[config.mk]
export PLATFORM = sky130hd
export DESIGN_NAME = tafp_cordic_cell
export DESIGN_NICKNAME = d
export VERILOG_FILES = /design/src/hw/rtl/tafp_pkg.sv /design/src/hw/rtl/tafp_cordic_cell.sv
export SDC_FILE = /design/constraint.sdc
export NUM_CORES = 1
export LEC_CHECK = 0
export CAP_MARGIN = 20
export CELL_PAD_IN_SITES_DETAIL_PLACEMENT = 2
export CELL_PAD_IN_SITES_GLOBAL_PLACEMENT = 2
export CORE_UTILIZATION = 43
export CTS_CLUSTER_DIAMETER = 30
export DETAILED_ROUTE_END_ITERATION = 7
export DONT_BUFFER_PORTS = 1
export PLACE_DENSITY = 0.95
export SLEW_MARGIN = 20
export SYNTH_ARGS = -nofsm -noshare
export SYNTH_HDL_FRONTEND = slang
export SYNTH_SLANG_ARGS = --single-unit
[constraint.sdc]
create_clock -name clk_i -period 1.65 [get_ports clk_i]
set_input_delay 0.2475 -clock clk_i [delete_from_list [all_inputs] [get_ports clk_i]]
set_output_delay 0.2475 -clock clk_i [all_outputs]
set_load 0.05 [all_outputs]
[src/hw/rtl/tafp_pkg.sv]
// Package for the torsion angle block: field widths, item types, and the
// arctangent table used by the CORDIC cells.
// No dependencies.
`default_nettype none

package tafp_pkg;

  // Input coordinates and the vector arithmetic in front of the CORDIC.
  localparam int CoordW       = 24;
  localparam int DiffW        = CoordW + 1;
  localparam int ProdW        = 2 * DiffW;
  localparam int NormW        = ProdW + 1;
  localparam int SqW          = ProdW + 2;
  localparam int SplitW       = 26;
  localparam int MulW         = SplitW + 1;
  localparam int PpW          = 2 * MulW;
  localparam int XDotW        = 104;
  localparam int YDotW        = 78;
  localparam int SqrtGuard    = 16;
  localparam int RadW         = SqW + 2 * SqrtGuard;
  localparam int RootW        = RadW / 2;
  localparam int RootHalf     = RootW / 2;
  localparam int RemW         = RootW + 3;
  localparam int SqrtStages   = RootW;
  localparam int WideW        = 120;

  // Pipeline depths.
  localparam int FrontDly     = SqrtStages - 3;
  localparam int FrontLat     = SqrtStages + 5;
  localparam int NormLat      = 5;

  // Normalization and CORDIC.
  localparam int ChunkW       = 8;
  localparam int ChunkLog     = 3;
  localparam int ChunkN       = WideW / ChunkW;
  localparam int ChunkIdxW    = 4;
  localparam int LenW         = 7;
  localparam int CordicInBits = 30;
  localparam int CordicW      = CordicInBits + 4;
  localparam int CordicStages = 18;
  localparam int ShW          = 5;
  localparam int AngleFrac    = 15;
  localparam int TorsionW     = AngleFrac + 3;
  localparam int ZW           = TorsionW + 2;

  // Angles as Q32 fractions of a radian.
  localparam logic [63:0] AtanQ32 [32] = '{
    64'd3373259426, 64'd1991351318, 64'd1052175346, 64'd534100635, 64'd268086748,
    64'd134174063, 64'd67103403, 64'd33553749, 64'd16777131, 64'd8388597,
    64'd4194303, 64'd2097152, 64'd1048576, 64'd524288, 64'd262144, 64'd131072,
    64'd65536, 64'd32768, 64'd16384, 64'd8192, 64'd4096, 64'd2048, 64'd1024,
    64'd512, 64'd256, 64'd128, 64'd64, 64'd32, 64'd16, 64'd8, 64'd4, 64'd2
  };
  localparam logic [63:0] PiQ32     = 64'd13493037705;
  localparam logic [63:0] HalfPiQ32 = 64'd6746518852;

  // Input item: four points.
  typedef struct packed {
    logic signed [CoordW-1:0] p1_x;
    logic signed [CoordW-1:0] p1_y;
    logic signed [CoordW-1:0] p1_z;
    logic signed [CoordW-1:0] p2_x;
    logic signed [CoordW-1:0] p2_y;
    logic signed [CoordW-1:0] p2_z;
    logic signed [CoordW-1:0] p3_x;
    logic signed [CoordW-1:0] p3_y;
    logic signed [CoordW-1:0] p3_z;
    logic signed [CoordW-1:0] p4_x;
    logic signed [CoordW-1:0] p4_y;
    logic signed [CoordW-1:0] p4_z;
  } tafp_in_t;

  // Result item.
  typedef struct packed {
    logic signed [TorsionW-1:0] torsion;
    logic                       degenerate;
  } tafp_res_t;

  // Full-width (y, x) pair leaving the vector front end.
  typedef struct packed {
    logic                    vld;
    logic                    deg;
    logic signed [WideW-1:0] x;
    logic signed [WideW-1:0] y;
  } tafp_vec_t;

  // State carried from one CORDIC cell to the next.
  typedef struct packed {
    logic                      vld;
    logic                      deg;
    logic signed [CordicW-1:0] x;
    logic signed [CordicW-1:0] y;
    logic signed [ZW-1:0]      z;
  } tafp_rot_t;

  // State carried from one square-root cell to the next.
  typedef struct packed {
    logic [RadW-1:0]  rad;
    logic [RemW-1:0]  rem;
    logic [RootW-1:0] root;
  } tafp_sqrt_t;

  // Rounds a Q32 angle half up to the output fraction.
  function automatic logic signed [ZW-1:0] q32_to_angle(input logic [63:0] v);
    logic [63:0] r;
    r = (v + (64'd1 << (31 - AngleFrac))) >> (32 - AngleFrac);
    return $signed(r[ZW-1:0]);
  endfunction

  function automatic logic signed [ZW-1:0] atan_angle(input int i);
    return q32_to_angle(AtanQ32[i]);
  endfunction

  localparam logic signed [ZW-1:0] PiAngle     = q32_to_angle(PiQ32);
  localparam logic signed [ZW-1:0] HalfPiAngle = q32_to_angle(HalfPiQ32);

  // One partial product of split operands.
  function automatic logic signed [PpW-1:0] smul(input logic signed [MulW-1:0] a,
                                                 input logic signed [MulW-1:0] b);
    return PpW'(a) * PpW'(b);
  endfunction

endpackage

`default_nettype wire

[src/hw/rtl/tafp_cordic_cell.sv]
// One vectoring CORDIC cell: a single micro-rotation per cycle.
// Depends on tafp_pkg.
`default_nettype none

module tafp_cordic_cell (
  input  logic                           clk_i,
  input  logic                           rst_ni,
  input  tafp_pkg::tafp_rot_t            cell_i,
  input  logic [tafp_pkg::ShW-1:0]       shift_i,
  input  logic signed [tafp_pkg::ZW-1:0] atan_i,
  output tafp_pkg::tafp_rot_t            cell_o
);

  logic signed [tafp_pkg::CordicW-1:0] dx, dy, x_d, y_d, x_q, y_q;
  logic signed [tafp_pkg::ZW-1:0]      z_d, z_q;
  logic                                vld_q, deg_q;

  // Turn toward the x axis; shifts round toward minus infinity.
  always_comb begin
    dx = cell_i.y >>> shift_i;
    dy = cell_i.x >>> shift_i;
    if (!cell_i.y[tafp_pkg::CordicW-1]) begin
      x_d = cell_i.x + dx;
      y_d = cell_i.y - dy;
      z_d = cell_i.z + atan_i;
    end else begin
      x_d = cell_i.x - dx;
      y_d = cell_i.y + dy;
      z_d = cell_i.z - atan_i;
    end
  end

  always_ff @(posedge clk_i or negedge rst_ni) begin
    if (!rst_ni) begin
      vld_q <= 1'b0;
    end else begin
      vld_q <= cell_i.vld;
    end
  end

  always_ff @(posedge clk_i) begin
    deg_q <= cell_i.deg;
    x_q   <= x_d;
    y_q   <= y_d;
    z_q   <= z_d;
  end

  assign cell_o.vld = vld_q;
  assign cell_o.deg = deg_q;
  assign cell_o.x   = x_q;
  assign cell_o.y   = y_q;
  assign cell_o.z   = z_q;

endmodule

`default_nettype wire

==> results of run 1 <==
[cell usage after synthesis (all sizes together), types with 39 or more instances]
cell type,number
nor2,159
a21oi,108
nand2,102
xnor2,99
dfxtp,89
ha,88
mux4,88
o21ai,76
mux2i,54
buf,48
inv,45
xor2,39
[cell families after synthesis]
logic type                 Yosys count  share of synthesized area
and+or+nand+nor                    468                      0.182
AOI/OAI and AO/OA                  455                      0.241
buffers and inverters              131                     0.0485
muxes                              161                      0.209
xor gates and xnor gates           138                     0.0923
adders and majority gates           91                     0.0887
DFF                                 90                      0.138
[stage by stage]
step | TNS [ns] | cells | hold WS (ns) | setup slack, ns
after global placement | -178.90 | 2319 | -0.0481 | -3.38
after floorplan | -180.67 | 1534 | -0.0481 | -3.65
==> results.cfg, run 1 <==
[floorplanning]
start_util = 0.439
rows = 63
die_x_um = 177
pin_count = 207
die_h_um = 177

[logic_synthesis]
synth_edf_count = 0
ys.flop_type = dfxtp_1
syn_avg_cell_area_um2 = 8.54
syn_nets = 1742
yosysWarnings = 0
synthArstFlopShare = 0.0111
ys_top_cells_by_area = mux4_2 15%, dfxtp_1 14%, ha_1 8.4%
synth_cells = 1534
synth_top_cell_by_area = mux4_2
syn_area_mm2 = 0.0131
seq_area_frac_synth = 0.138
synth_cell_types = 101
ys_seq_elements = 90
netlist.area_leader.share = 0.151

[placed_design]
globalplace.congestion = 1.08
port_buffers = 0
hpwl_um = 66100

[outcome]
status = did not finish
haltStage = detailed placement (3_5_place_dp)
error = [ERROR DPL-0033] detailed placement checks failed during check placement.
==> inputs of run 2 (changes only) <==
--- a/config.mk
+++ b/config.mk
@@ -6,13 +6,10 @@
 export NUM_CORES = 1
 export LEC_CHECK = 0
 export CAP_MARGIN = 20
-export CELL_PAD_IN_SITES_DETAIL_PLACEMENT = 2
-export CELL_PAD_IN_SITES_GLOBAL_PLACEMENT = 2
-export CORE_UTILIZATION = 43
-export CTS_CLUSTER_DIAMETER = 30
+export CORE_UTILIZATION = 30
 export DETAILED_ROUTE_END_ITERATION = 7
 export DONT_BUFFER_PORTS = 1
-export PLACE_DENSITY = 0.95
+export PLACE_DENSITY_LB_ADDON = 0.15
 export SLEW_MARGIN = 20
 export SYNTH_ARGS = -nofsm -noshare
 export SYNTH_HDL_FRONTEND = slang
==> run 2 against run 1 <==
Effect of this change: the flow now finishes, with violations (hold timing, setup timing); area after synthesis stayed put; synthesized cell count stayed put.
==> results.cfg, run 2 <==
[logic_synthesis]
yosysWarnings = 0
netlist.area_leader.share = 0.151
ys_top_cells_by_area = mux4_2 15%, dfxtp_1 14%, ha_1 8.4%
seq_area_frac_synth = 0.138
synthArstFlopShare = 0.0111
syn_nets = 1742
yosysMostFrequentCell = nor2_1
ys_seq_elements = 90
synthTopCellsByCount = 157 x nor2_1, 106 x a21oi_1, 102 x nand2_1
synth_edf_count = 0
ys.flop_type = dfxtp_1
synth_top_cell_by_area = mux4_2
synth_cell_types = 101
synth_cells = 1534
syn_area_mm2 = 0.0131
syn_avg_cell_area_um2 = 8.54

[cells_and_area]
stdcell_area_mm2 = 0.0204
syn_to_final_growth_pct = 55.8
reg_top3 = x_q: 34 flops, y_q: 34 flops, z_q: 20 flops
final_cell_mix = 527 x buf_4, 111 x nor2_1, 96 x nand2_1
layout_commonest_cell = buf_4
drive_gt1_frac = 0.508
fillerInstances = 4194
layout.nets = 2275

[clock_network]
cts_buffers = 9
clk_pin_slew_worst_paths_ns = 0.07
cts_root_buffer = clkbuf_16
cts.path.max_buffers = 2
h-tree-depth = 3
holdBufCountCts = 4
cts.sinks = 90
cts_tree = done

[setup_path]
crit_chain = mux4_2, mux2_4, a222oi_1, o31ai_2, a211oi_2, and2_1, and3_4, a31oi_1, xnor2_1, ha_1, nand4_1, or3_4, or2_4, o2111a_2, o31a_1, a2111oi_4, o22a_1, xnor2_1
critPathLaunchType = primary input
critPathKind = primary input to flop
cp.arrival_ns = 5.08
worst_setup_path_end_kind = flop
worstPathRequired_ns = 1.93
cp_common_cell = xnor2_1
crit_start = shift_i[1]
critPathBufInv = 0
cpLargestDelayFamily = compound AO/OA/AOI/OAI gates
max_stage_delay_ns = 0.57
worstPathMaxFanout = 109
critPathSlowestCell = mux4_2

[routing]
drt_iter0_drc = 1101
wl_um = 57600
ant_nets = 0
via_count = 14725
drcViolationCount = 0
wl_per_cell_um = 21.7
first_pass_iters = 5
viasPerCell = 5.54

[worst_hold_path]
whs_endpoint = y_q[0]
worstHoldStart = cell_i[20]
hold_depth = 1
min_path_type = primary input to flop

[global_route]
grt_pass1_vias = 14639
grt_max_degree = 110
grt_pass1_wl_um = 86500
gr-usage-all-layers = 0.255
antenna_found_initial = 1
grt-ovfl-total = 0

[pwr]
leakage_nw = 8.63
peakVddDrop_v = 0.000661
power_w = 0.0192
p_per_area_mw_per_mm2 = 942

[floorplanning]
die_x_um = 211
start_util = 0.304
pin_count = 207
die_h_um = 211
core_area_mm2 = 0.0431
rows = 76
dieArea_mm2 = 0.0445

[placed_design]
globalplace.congestion = 0.954
placedInstanceArea_mm2 = 0.0174
hpwl_um = 44200
port_buffers = 0

[timing]
tightest_slew_ns = 0.711
final_hold_viol_count = 1
min_period_over_period = 2.91
slew_headroom = 0.522
holdWs_ns = -0.00380
layout_setup_ws_ns = -3.16
period_minus_slack_ns = 4.81
fin_tns_setup_ns = -154.12
rsz0062_at_grt = yes
slew_violations = 0
setup_viol = 83
max_freq_ghz = 0.208

[outcome]
violations = hold timing, setup timing
status = finished with violations

[run]
max_cap_violations = 0
-- run 2: cell counts after synthesis --
No cell type changed its count.
-- run 2: cells by family (layout without fill, tap and decap cells) --
kind of cell,after synthesis,after routing,synth area share
xor+xnor,138,138,0.0923
mux,161,161,0.209
other cells,0,2,0
simple gates,468,468,0.182
flops,90,90,0.138
fa+ha+maj,91,91,0.0887
compound gates,455,455,0.241
buf+inv,131,669,0.0485
-- run 2: final cells by class --
class | instances | area, um2 | area share
Sequential cell | 90 | 1810 | 0.0886
Clock buffer | 12 | 256 | 0.0126
Timing Repair Buffer | 607 | 4900 | 0.240
Antenna cell | 2 | 5.00 | 0.000245
Inverter | 46 | 203 | 0.00994
Clock inverter | 4 | 33.8 | 0.00166
Tap cell | 585 | 732 | 0.0359
Multi-Input combinational cell | 1313 | 12500 | 0.611
-- run 2: routing by layer --
metal | vias up | part of all wire | global-route usage
met5 | - | 0 | 0
met4 | 0 | 0.025 | 0.0747
met3 | 80 | 0.072 | 0.0659
met2 | 460 | 0.47 | 0.417
met1 | 7252 | 0.43 | 0.328
li1 | 6933 | - | -
-- run 2: timing repair --
action / in CTS / in global routing
buffers inserted: 69 / 40
endpoints found under the setup margin: 82 / 83
resized for setup: 314 / 147
endpoints found under the hold margin: 5 / 1
pin swaps: 174 / 110
-- run 2: where the power goes --
| group | internal [W] | total (W) | switching (W) | leakage [nW] |
|---|---|---|---|---|
| registers | 0.00308 | 0.00658 | 0.00350 | 0.763 |
| logic | 0.00574 | 0.0105 | 0.00476 | 7.73 |
| clock network | 0.00111 | 0.00213 | 0.00102 | 0.139 |
| total | 0.00993 | 0.0192 | 0.00927 | 8.63 |
-- run 2: per-stage QoR --
step / util / setup WS (ns) / cells
global route: 0.473 / -3.26 / 2657
CTS: 0.452 / -2.98 / 2629
global placement: 0.404 / -3.59 / 2547
finish: 0.474 / -3.16 / 2659
detailed placement: 0.404 / -3.60 / 2547
floorplan: - / -3.65 / 1534
-- run 2: worst max path at each step --
stage	slack (ns)	to	cells after the start
2_1_floorplan	-3.65	y_q[33]	23
3_3_place_gp	-3.59	y_q[33]	18
3_5_place_dp	-3.60	y_q[33]	22
4_1_cts	-2.98	y_q[33]	21
5_1_grt	-3.26	y_q[33]	19
6_report	-3.16	y_q[33]	18
No activity file was read; power rests on OpenSTA's default activity.
