## src/hw/rtl/tafp_pkg.sv

```systemverilog
// Package for the torsion angle block: field widths, item types, and the
// arctangent table used by the CORDIC cells.
// No dependencies.
`default_nettype none

package tafp_pkg;

  // Input coordinates and the vector arithmetic in front of the CORDIC.
  localparam int CoordW       = 24;
  localparam int DiffW        = CoordW + 1;
  localparam int ProdW        = 2 * DiffW;
  localparam int NormW        = ProdW + 1;
  localparam int SqW          = ProdW + 2;
  localparam int SplitW       = 26;
  localparam int MulW         = SplitW + 1;
  localparam int PpW          = 2 * MulW;
  localparam int XDotW        = 104;
  localparam int YDotW        = 78;
  localparam int SqrtGuard    = 16;
  localparam int RadW         = SqW + 2 * SqrtGuard;
  localparam int RootW        = RadW / 2;
  localparam int RootHalf     = RootW / 2;
  localparam int RemW         = RootW + 3;
  localparam int SqrtStages   = RootW;
  localparam int WideW        = 120;

  // Pipeline depths.
  localparam int FrontDly     = SqrtStages - 3;
  localparam int FrontLat     = SqrtStages + 5;
  localparam int NormLat      = 5;

  // Normalization and CORDIC.
  localparam int ChunkW       = 8;
  localparam int ChunkLog     = 3;
  localparam int ChunkN       = WideW / ChunkW;
  localparam int ChunkIdxW    = 4;
  localparam int LenW         = 7;
  localparam int CordicInBits = 30;
  localparam int CordicW      = CordicInBits + 4;
  localparam int CordicStages = 18;
  localparam int ShW          = 5;
  localparam int AngleFrac    = 15;
  localparam int TorsionW     = AngleFrac + 3;
  localparam int ZW           = TorsionW + 2;

  // Angles as Q32 fractions of a radian.
  localparam logic [63:0] AtanQ32 [32] = '{
    64'd3373259426, 64'd1991351318, 64'd1052175346, 64'd534100635, 64'd268086748,
    64'd134174063, 64'd67103403, 64'd33553749, 64'd16777131, 64'd8388597,
    64'd4194303, 64'd2097152, 64'd1048576, 64'd524288, 64'd262144, 64'd131072,
    64'd65536, 64'd32768, 64'd16384, 64'd8192, 64'd4096, 64'd2048, 64'd1024,
    64'd512, 64'd256, 64'd128, 64'd64, 64'd32, 64'd16, 64'd8, 64'd4, 64'd2
  };
  localparam logic [63:0] PiQ32     = 64'd13493037705;
  localparam logic [63:0] HalfPiQ32 = 64'd6746518852;

  // Input item: four points.
  typedef struct packed {
    logic signed [CoordW-1:0] p1_x;
    logic signed [CoordW-1:0] p1_y;
    logic signed [CoordW-1:0] p1_z;
    logic signed [CoordW-1:0] p2_x;
    logic signed [CoordW-1:0] p2_y;
    logic signed [CoordW-1:0] p2_z;
    logic signed [CoordW-1:0] p3_x;
    logic signed [CoordW-1:0] p3_y;
    logic signed [CoordW-1:0] p3_z;
    logic signed [CoordW-1:0] p4_x;
    logic signed [CoordW-1:0] p4_y;
    logic signed [CoordW-1:0] p4_z;
  } tafp_in_t;

  // Result item.
  typedef struct packed {
    logic signed [TorsionW-1:0] torsion;
    logic                       degenerate;
  } tafp_res_t;

  // Full-width (y, x) pair leaving the vector front end.
  typedef struct packed {
    logic                    vld;
    logic                    deg;
    logic signed [WideW-1:0] x;
    logic signed [WideW-1:0] y;
  } tafp_vec_t;

  // State carried from one CORDIC cell to the next.
  typedef struct packed {
    logic                      vld;
    logic                      deg;
    logic signed [CordicW-1:0] x;
    logic signed [CordicW-1:0] y;
    logic signed [ZW-1:0]      z;
  } tafp_rot_t;

  // State carried from one square-root cell to the next.
  typedef struct packed {
    logic [RadW-1:0]  rad;
    logic [RemW-1:0]  rem;
    logic [RootW-1:0] root;
  } tafp_sqrt_t;

  // Rounds a Q32 angle half up to the output fraction.
  function automatic logic signed [ZW-1:0] q32_to_angle(input logic [63:0] v);
    logic [63:0] r;
    r = (v + (64'd1 << (31 - AngleFrac))) >> (32 - AngleFrac);
    return $signed(r[ZW-1:0]);
  endfunction

  function automatic logic signed [ZW-1:0] atan_angle(input int i);
    return q32_to_angle(AtanQ32[i]);
  endfunction

  localparam logic signed [ZW-1:0] PiAngle     = q32_to_angle(PiQ32);
  localparam logic signed [ZW-1:0] HalfPiAngle = q32_to_angle(HalfPiQ32);

  // One partial product of split operands.
  function automatic logic signed [PpW-1:0] smul(input logic signed [MulW-1:0] a,
                                                 input logic signed [MulW-1:0] b);
    return PpW'(a) * PpW'(b);
  endfunction

endpackage

`default_nettype wire

```

## src/hw/rtl/tafp_norm.sv

```systemverilog
// Scales the wide (y, x) pair down to CORDIC width and applies the
// quadrant pre-rotation. Depends on tafp_pkg.
`default_nettype none

module tafp_norm (
  input  logic                 clk_i,
  input  logic                 rst_ni,
  input  tafp_pkg::tafp_vec_t  vec_i,
  output tafp_pkg::tafp_rot_t  rot_o
);

  localparam int Lat = tafp_pkg::NormLat;

  logic [Lat-1:0]                      vld_q;
  logic [Lat-1:0]                      deg_q;
  logic [tafp_pkg::WideW-1:0]          ax1_q, ay1_q, ax2_q, ay2_q, ax3_q, ay3_q;
  logic [Lat-2:0]                      sx_q, sy_q;
  logic [tafp_pkg::WideW-1:0]          mag;
  logic [tafp_pkg::ChunkIdxW-1:0]      idx_d, idx_q;
  logic [tafp_pkg::ChunkW-1:0]         chk_d, chk_q;
  logic [tafp_pkg::ChunkLog:0]         bl;
  logic [tafp_pkg::LenW-1:0]           la, sh_d, sh_q;
  logic [tafp_pkg::WideW-1:0]          xsh, ysh;
  logic [tafp_pkg::CordicInBits-1:0]   xm_q, ym_q;
  logic signed [tafp_pkg::CordicW-1:0] xv, yv, x_d, y_d, x_q, y_q;
  logic signed [tafp_pkg::ZW-1:0]      z_d, z_q;

  always_ff @(posedge clk_i or negedge rst_ni) begin
    if (!rst_ni) begin
      vld_q <= '0;
    end else begin
      vld_q <= {vld_q[Lat-2:0], vec_i.vld};
    end
  end

  always_ff @(posedge clk_i) begin
    deg_q <= {deg_q[Lat-2:0], vec_i.deg};
    sx_q  <= {sx_q[Lat-3:0], vec_i.x[tafp_pkg::WideW-1]};
    sy_q  <= {sy_q[Lat-3:0], vec_i.y[tafp_pkg::WideW-1]};
  end

  // Magnitudes.
  always_ff @(posedge clk_i) begin
    ax1_q <= vec_i.x[tafp_pkg::WideW-1] ? $unsigned(-vec_i.x) : $unsigned(vec_i.x);
    ay1_q <= vec_i.y[tafp_pkg::WideW-1] ? $unsigned(-vec_i.y) : $unsigned(vec_i.y);
  end

  // Highest nonzero byte of the larger magnitude.
  always_comb begin
    mag   = ax1_q | ay1_q;
    idx_d = '0;
    chk_d = '0;
    for (int c = 0; c < tafp_pkg::ChunkN; c++) begin
      if (|mag[tafp_pkg::ChunkW*c +: tafp_pkg::ChunkW]) begin
        idx_d = tafp_pkg::ChunkIdxW'(c);
        chk_d = mag[tafp_pkg::ChunkW*c +: tafp_pkg::ChunkW];
      end
    end
  end

  always_ff @(posedge clk_i) begin
    idx_q <= idx_d;
    chk_q <= chk_d;
    ax2_q <= ax1_q;
    ay2_q <= ay1_q;
  end

  // Bit length and the right shift that leaves the CORDIC input width.
  always_comb begin
    bl = '0;
    for (int b = 0; b < tafp_pkg::ChunkW; b++) begin
      if (chk_q[b]) begin
        bl = (tafp_pkg::ChunkLog + 1)'(b + 1);
      end
    end
    la   = tafp_pkg::LenW'({idx_q, {tafp_pkg::ChunkLog{1'b0}}}) + tafp_pkg::LenW'(bl);
    sh_d = (la > tafp_pkg::LenW'(tafp_pkg::CordicInBits))
         ? la - tafp_pkg::LenW'(tafp_pkg::CordicInBits) : '0;
  end

  always_ff @(posedge clk_i) begin
    sh_q  <= sh_d;
    ax3_q <= ax2_q;
    ay3_q <= ay2_q;
  end

  // Shift both magnitudes by the same amount.
  assign xsh = ax3_q >> sh_q;
  assign ysh = ay3_q >> sh_q;

  always_ff @(posedge clk_i) begin
    xm_q <= xsh[tafp_pkg::CordicInBits-1:0];
    ym_q <= ysh[tafp_pkg::CordicInBits-1:0];
  end

  // Restore signs, then turn by 90 degrees when x is negative.
  always_comb begin
    xv = $signed(tafp_pkg::CordicW'(xm_q));
    yv = $signed(tafp_pkg::CordicW'(ym_q));
    if (sx_q[Lat-2]) begin
      xv = -xv;
    end
    if (sy_q[Lat-2]) begin
      yv = -yv;
    end
    x_d = xv;
    y_d = yv;
    z_d = '0;
    if (xv < 0) begin
      if (yv >= 0) begin
        x_d = yv;
        y_d = -xv;
        z_d = tafp_pkg::HalfPiAngle;
      end else begin
        x_d = -yv;
        y_d = xv;
        z_d = -tafp_pkg::HalfPiAngle;
      end
    end
  end

  always_ff @(posedge clk_i) begin
    x_q <= x_d;
    y_q <= y_d;
    z_q <= z_d;
  end

  assign rot_o.vld = vld_q[Lat-1];
  assign rot_o.deg = deg_q[Lat-1];
  assign rot_o.x   = x_q;
  assign rot_o.y   = y_q;
  assign rot_o.z   = z_q;

endmodule

`default_nettype wire

```

## config.mk

```make
export PLATFORM = sky130hd
export DESIGN_NAME = tafp_norm
export DESIGN_NICKNAME = d
export VERILOG_FILES = /design/src/hw/rtl/tafp_pkg.sv /design/src/hw/rtl/tafp_norm.sv
export SDC_FILE = /design/constraint.sdc
export NUM_CORES = 2
export LEC_CHECK = 0
export BUFFER_PORTS_ARGS = -buffer_cell sky130_fd_sc_hd__buf_4
export CORE_MARGIN = 2
export CORE_UTILIZATION = 60
export DETAILED_ROUTE_END_ITERATION = 10
export HOLD_SLACK_MARGIN = 0.12
export PLACE_DENSITY = 0.85
export RECOVER_POWER = 25
export SLEW_MARGIN = 10
export SYNTH_ARGS = -nofsm -noshare
export SYNTH_HDL_FRONTEND = slang
export SYNTH_SLANG_ARGS = --single-unit
```

## constraint.sdc

```tcl
create_clock -name clk_i -period 5.32 [get_ports clk_i]
set_input_delay 0.798 -clock clk_i [delete_from_list [all_inputs] [get_ports clk_i]]
set_output_delay 0.798 -clock clk_i [all_outputs]
set_load 0.01 [all_outputs]
```

# == Word level (Yosys, flattened, before mapping) ==
# Cells that the tools add are included.
# W data, S select, Z words.
# word_totals
register_bits,905
input_bits,244
word_cells,98
out_inout_bits,90
# classes
magnitude_cmp,3
addsub,8
n_reduce_logical,17
shift,2
n_bitwise,1
n_mux,45
# op_table
cell,count
$neg A120 Y120,2
$shr A120 B7 Y30,2
$mux W119,2
$mux W34,6
$mux W8,15
$or A120 B120 Y120,1
$reduce_or A8 Y1,15
$neg A30 Y34,2
$neg A34 Y34,2
$reduce_or A56 Y1,1
$mux W4,13
$ge A34 B1 Y1 const B,1
$lt A34 B1 Y1 const B,1
$reduce_or A24 Y1,1
$mux W20,1
$mux W3,4
$add A7 B4 Y7,1
$gt A7 B5 Y1 const B,1
$sub A7 B5 Y7 const B,1
$mux W2,2
$mux W1,2

# == Logic depth before layout (Yosys ltp) ==
# logic_depth
ltp_word,17
ltp_mapped,12

# == Worst setup path before layout ==
# Ideal clock, no wire load.
# synth_path
kind,input-to-reg
from,input vec_i[133] in the netlist's numbering
to,register ax1_q[113] in the netlist's numbering
arrival_ns,3.821
cell_stages,10
required_time_ns,5.248
path_slack_ns,1.427
path_buffers,2
cell_sequence,or4_1 > or3_1 > clkbuf_1 > nor4_2 > nand4_1 > or3_1 > or2_1 > clkbuf_1 > o41ai_1 > xnor2_1
# synth_via
elab_chain_len,2
# synth_rtl
item,line,text
"start, declared",tafp_norm.sv:8,"input tafp_pkg::tafp_vec_t vec_i,"
$neg A120 Y120,tafp_norm.sv:44,ax1_q <= vec_i.x[tafp_pkg::WideW-1] ? $unsigned(-vec_i.x) : $unsigned(vec_i.x);
$mux W119,tafp_norm.sv:44,
"end signal, assigned",tafp_norm.sv:44,
"end, declared",tafp_norm.sv:16,"logic [tafp_pkg::WideW-1:0] ax1_q, ay1_q, ax2_q, ay2_q, ax3_q, ay3_q;"
# No other way between the ends.
# A chain may end at the register's enable or synchronous reset.

# == Worst setup path after layout ==
# layout_path
from,register sh_q[1] in the netlist's numbering
to,register xm_q[5] in the netlist's numbering
# layout_via
elab_chain_len,1
# layout_rtl
item,line,text
"start, declared",tafp_norm.sv:22,"logic [tafp_pkg::LenW-1:0] la, sh_d, sh_q;"
"start signal, assigned",tafp_norm.sv:82,sh_q <= sh_d;
$shr A120 B7 Y30,tafp_norm.sv:88,assign xsh = ax3_q >> sh_q;
"via xsh, one bit",tafp_norm.sv:23,"logic [tafp_pkg::WideW-1:0] xsh, ysh;"
"end signal, assigned",tafp_norm.sv:92,xm_q <= xsh[tafp_pkg::CordicInBits-1:0];
"end, declared",tafp_norm.sv:24,"logic [tafp_pkg::CordicInBits-1:0] xm_q, ym_q;"
# The timed path passes the listed nets, and every way through them passes these cells.

==> flow_summary.ini <==
[detailed_routing]
routed_wl_mm = 138
vias = 36800
drtIter0Drc = 5214
antenna_left = 0
dr.pass1.iters = 6
post_drt_wl_per_cell_um = 24.9
drc = 0
vias_per_cell = 6.62

[power]
clockPowerShare_pct = 32.8
leakage_nw = 19.1
internal_power_w = 0.0131
sw_frac_of_total_pct = 31.3
p_seq_share_pct = 43.8
p_comb_share_pct = 23.4
total_power_w = 0.0190
p_switching_w = 0.00596
vdd_ir_drop_max_mv = 0.307
power_density_nw_per_um2 = 394

[clock_network]
root_buffer = clkbuf_16
clk_latency_ns = 0.67
clkSinkCount = 888
post_cts_buffers = 0
cts_tree = built
cts.clk_slew.worst_paths_ns = 0.06
cts-buffers-inserted = 83
clockBufferDepth = 3
h-tree-depth = 3

[global_routing]
grt.overflow.total = 0
grt_use_met3_pct = 8.92
grt_start_max_net_pins = 142
antenna_found_initial = 9
grt_pass1_wl_mm = 207
busiest_layer = met2
met1_usage_pct = 47.0
grt_pass1_vias = 34700
met2_usage_pct = 58.1
grt_use_total_pct = 36.7

[sta]
worst_pin_slew_ns = 1.19
finalSetupViolCount = 0
drv_slew = 0
max-slew-margin-rel_pct = 20.1
tns_ns = 0
rsz0062_at_grt = false
hold_viol_final = 0
clock_skew_ns = 0.0310
fmax_mhz = 231
period_share_pct = 81.5
fin_crit_ns = 4.34

[place]
dp_hpwl_mm = 103
port_buffers = 329
gp_congestion = 1.04

[cells_and_area]
layout.nets = 4796
areaGrowthSynthToFinish_pct = 13.8
final_layout_size_suffix_gt1_share_pct = 19.2

[critical_path]
crit_arrival_ns = 4.71
required_ns = 5.69
worst-setup-path-type = flop to flop
critPathMaxFanout = 70
end_kind = flop
start_kind = flop

[synth]
synthMuxAreaShare_pct = 18.8
yosysWarnings = 0
synth_edf_count = 0
yosysTopAreaCell = dfxtp_1
yosys-top-cells-area = dfxtp_1 (42%), mux4_2 (13%), xnor2_1 (6.2%), nand2_1 (5.4%), mux2i_1 (4.3%)
ys_async_sr_fraction_pct = 0.563
ys_seq_elements = 888
yosys.area_share.simple_pct = 15.3
synth.cell_area_sq_um = 42500
yosysTopAreaCellShare_pct = 41.6
ys_seq_area_share_pct = 41.9
synth_xor_area_share_pct = 7.13
synth_most_common_cell = dfxtp_1
syn_area_per_cell_sq_um = 9.70
synthAdderAreaFrac_pct = 0.236
ys.flop_type = dfxtp_1
synth_cell_types = 85
syn_inst = 4376
netlist_top_cells_count = dfxtp_1 (883), nand2_1 (611), o21ai_0 (349)
synth_compound_gate_area_share_pct = 13.4
synth_top_family_by_area = multiplexers

[floorplanning]
start_util_pct = 60.6
dieArea_sq_um = 72900
io_pins = 334
core.rowCount = 97
core_area_sq_um = 70000
die_x_um = 270
die_h_um = 270

[worst_hold_path]
hold_path_class = input port to flop

[run_status]
status = complete, no violations

[flow_run]
drv_cap = 0
==> stage by stage <==
| step | std cells | worst slack (ns) | utilization, % | hold WS, ns | area, sq um |
|---|---|---|---|---|---|
| after detailed placement | 5398 | 0.559 | 64.8 | 0.312 | 45400 |
| after CTS | 5553 | 1.22 | 69.0 | 0.241 | 48300 |
| after global routing | 5553 | 0.929 | 69.0 | 0.271 | 48300 |
| after global placement | 5398 | 0.698 | 64.8 | 0.310 | 45400 |
| final | 5555 | 0.983 | 69.0 | 0.281 | 48300 |
| after floorplan | 4381 | 1.43 | - | 0.310 | 42500 |
==> kinds of logic after synthesis <==
logic type / Yosys count
multiplexers: 494
buffers and inverters: 338
other: 1
XOR/XNOR: 345
adder cells (fa/ha/maj): 8
AND/OR/NAND/NOR: 1387
flip-flops: 888
AO/OA/AOI/OAI: 915
==> critical path, cell delays in order, from the launching register on <==
cell,delay (ns)
dfxtp_4,0.68
buf_4,0.74
mux4_2,0.46
mux2i_1,0.20
nand2_1,0.07
o21ai_0,0.13
mux2_2,0.20
o22ai_1,0.07
o21ai_0,0.95
o21ai_0,0.51
==> cells in the final DEF (no fill, tap or decap), types with 55 or more instances in the layout <==
cell type,instances
nand2_1,611
o31ai_1,111
mux4_2,236
dfxtp_1,876
a21oi_1,167
nand3_1,55
mux2_2,76
clkbuf_16,85
buf_4,363
xnor2_1,300
nor3_1,59
nor4_1,73
o21ai_0,349
nor2_1,290
mux2i_1,182
==> registers in the layout, indices dropped and copies added, names as in the netlist <==
name and cells:
z_q 3, vld_q 5, sy_q 4, ax1_q 120, idx_q 4, chk_q 8, ym_q 30, xm_q 30
x_q 34, sx_q 4, ay1_q 120, ay2_q 120, y_q 34, ax3_q 120, ay3_q 120, sh_q 7
ax2_q 120, deg_q 5
==> power groups by stage <==
stage | sequential [W] | clock (W) | combinational, W
after global placement | 0.00836 | 0 | 0.00421
after detailed placement | 0.00841 | 0 | 0.00427
after floorplan | 0.00808 | 0 | 0.00288
after CTS | 0.00829 | 0.00625 | 0.00431
final | 0.00834 | 0.00624 | 0.00445
after global routing | 0.00840 | 0.00653 | 0.00472
==> final timing paths <==
check	from	endpoint	slack, ns	depth (start not counted)
min reg2reg	ay2_q[101]	ay3_q[101]	0.32	0
max reg2reg	sh_q[1]	xm_q[5]	0.98	9
max in group asynchronous	rst_ni	vld_q[2]	4.72	2
min	vec_i[240]	deg_q[0]	0.28	1
max	sh_q[1]	xm_q[5]	0.98	9
min in group asynchronous	rst_ni	vld_q[0]	0.50	2
==> timing repair <==
| action | CTS | global route |
|---|---|---|
| endpoints found under the hold margin | 5 | 0 |
| hold buffers | 1 | 0 |
| resized for setup | 0 | 0 |
==> layer usage <==
layer / vias up / wire length, um
met1: 17300 / 51500
met3: 508 / 16100
met5: - / 39
met4: 6 / 8100
met2: 2638 / 62500
li1: 16300 / -
==> cell type report <==
class | count | area, sq um
Inverter | 42 | 165
Clock inverter | 37 | 515
Multi-Input combinational cell | 3155 | 23300
Sequential cell | 888 | 17800
Fill cell | 5143 | 21700
Clock buffer | 117 | 2400
Tap cell | 940 | 1180
Antenna cell | 2 | 5.00
Timing Repair Buffer | 374 | 2880
Note: power is estimated with default switching activity, not from simulation.
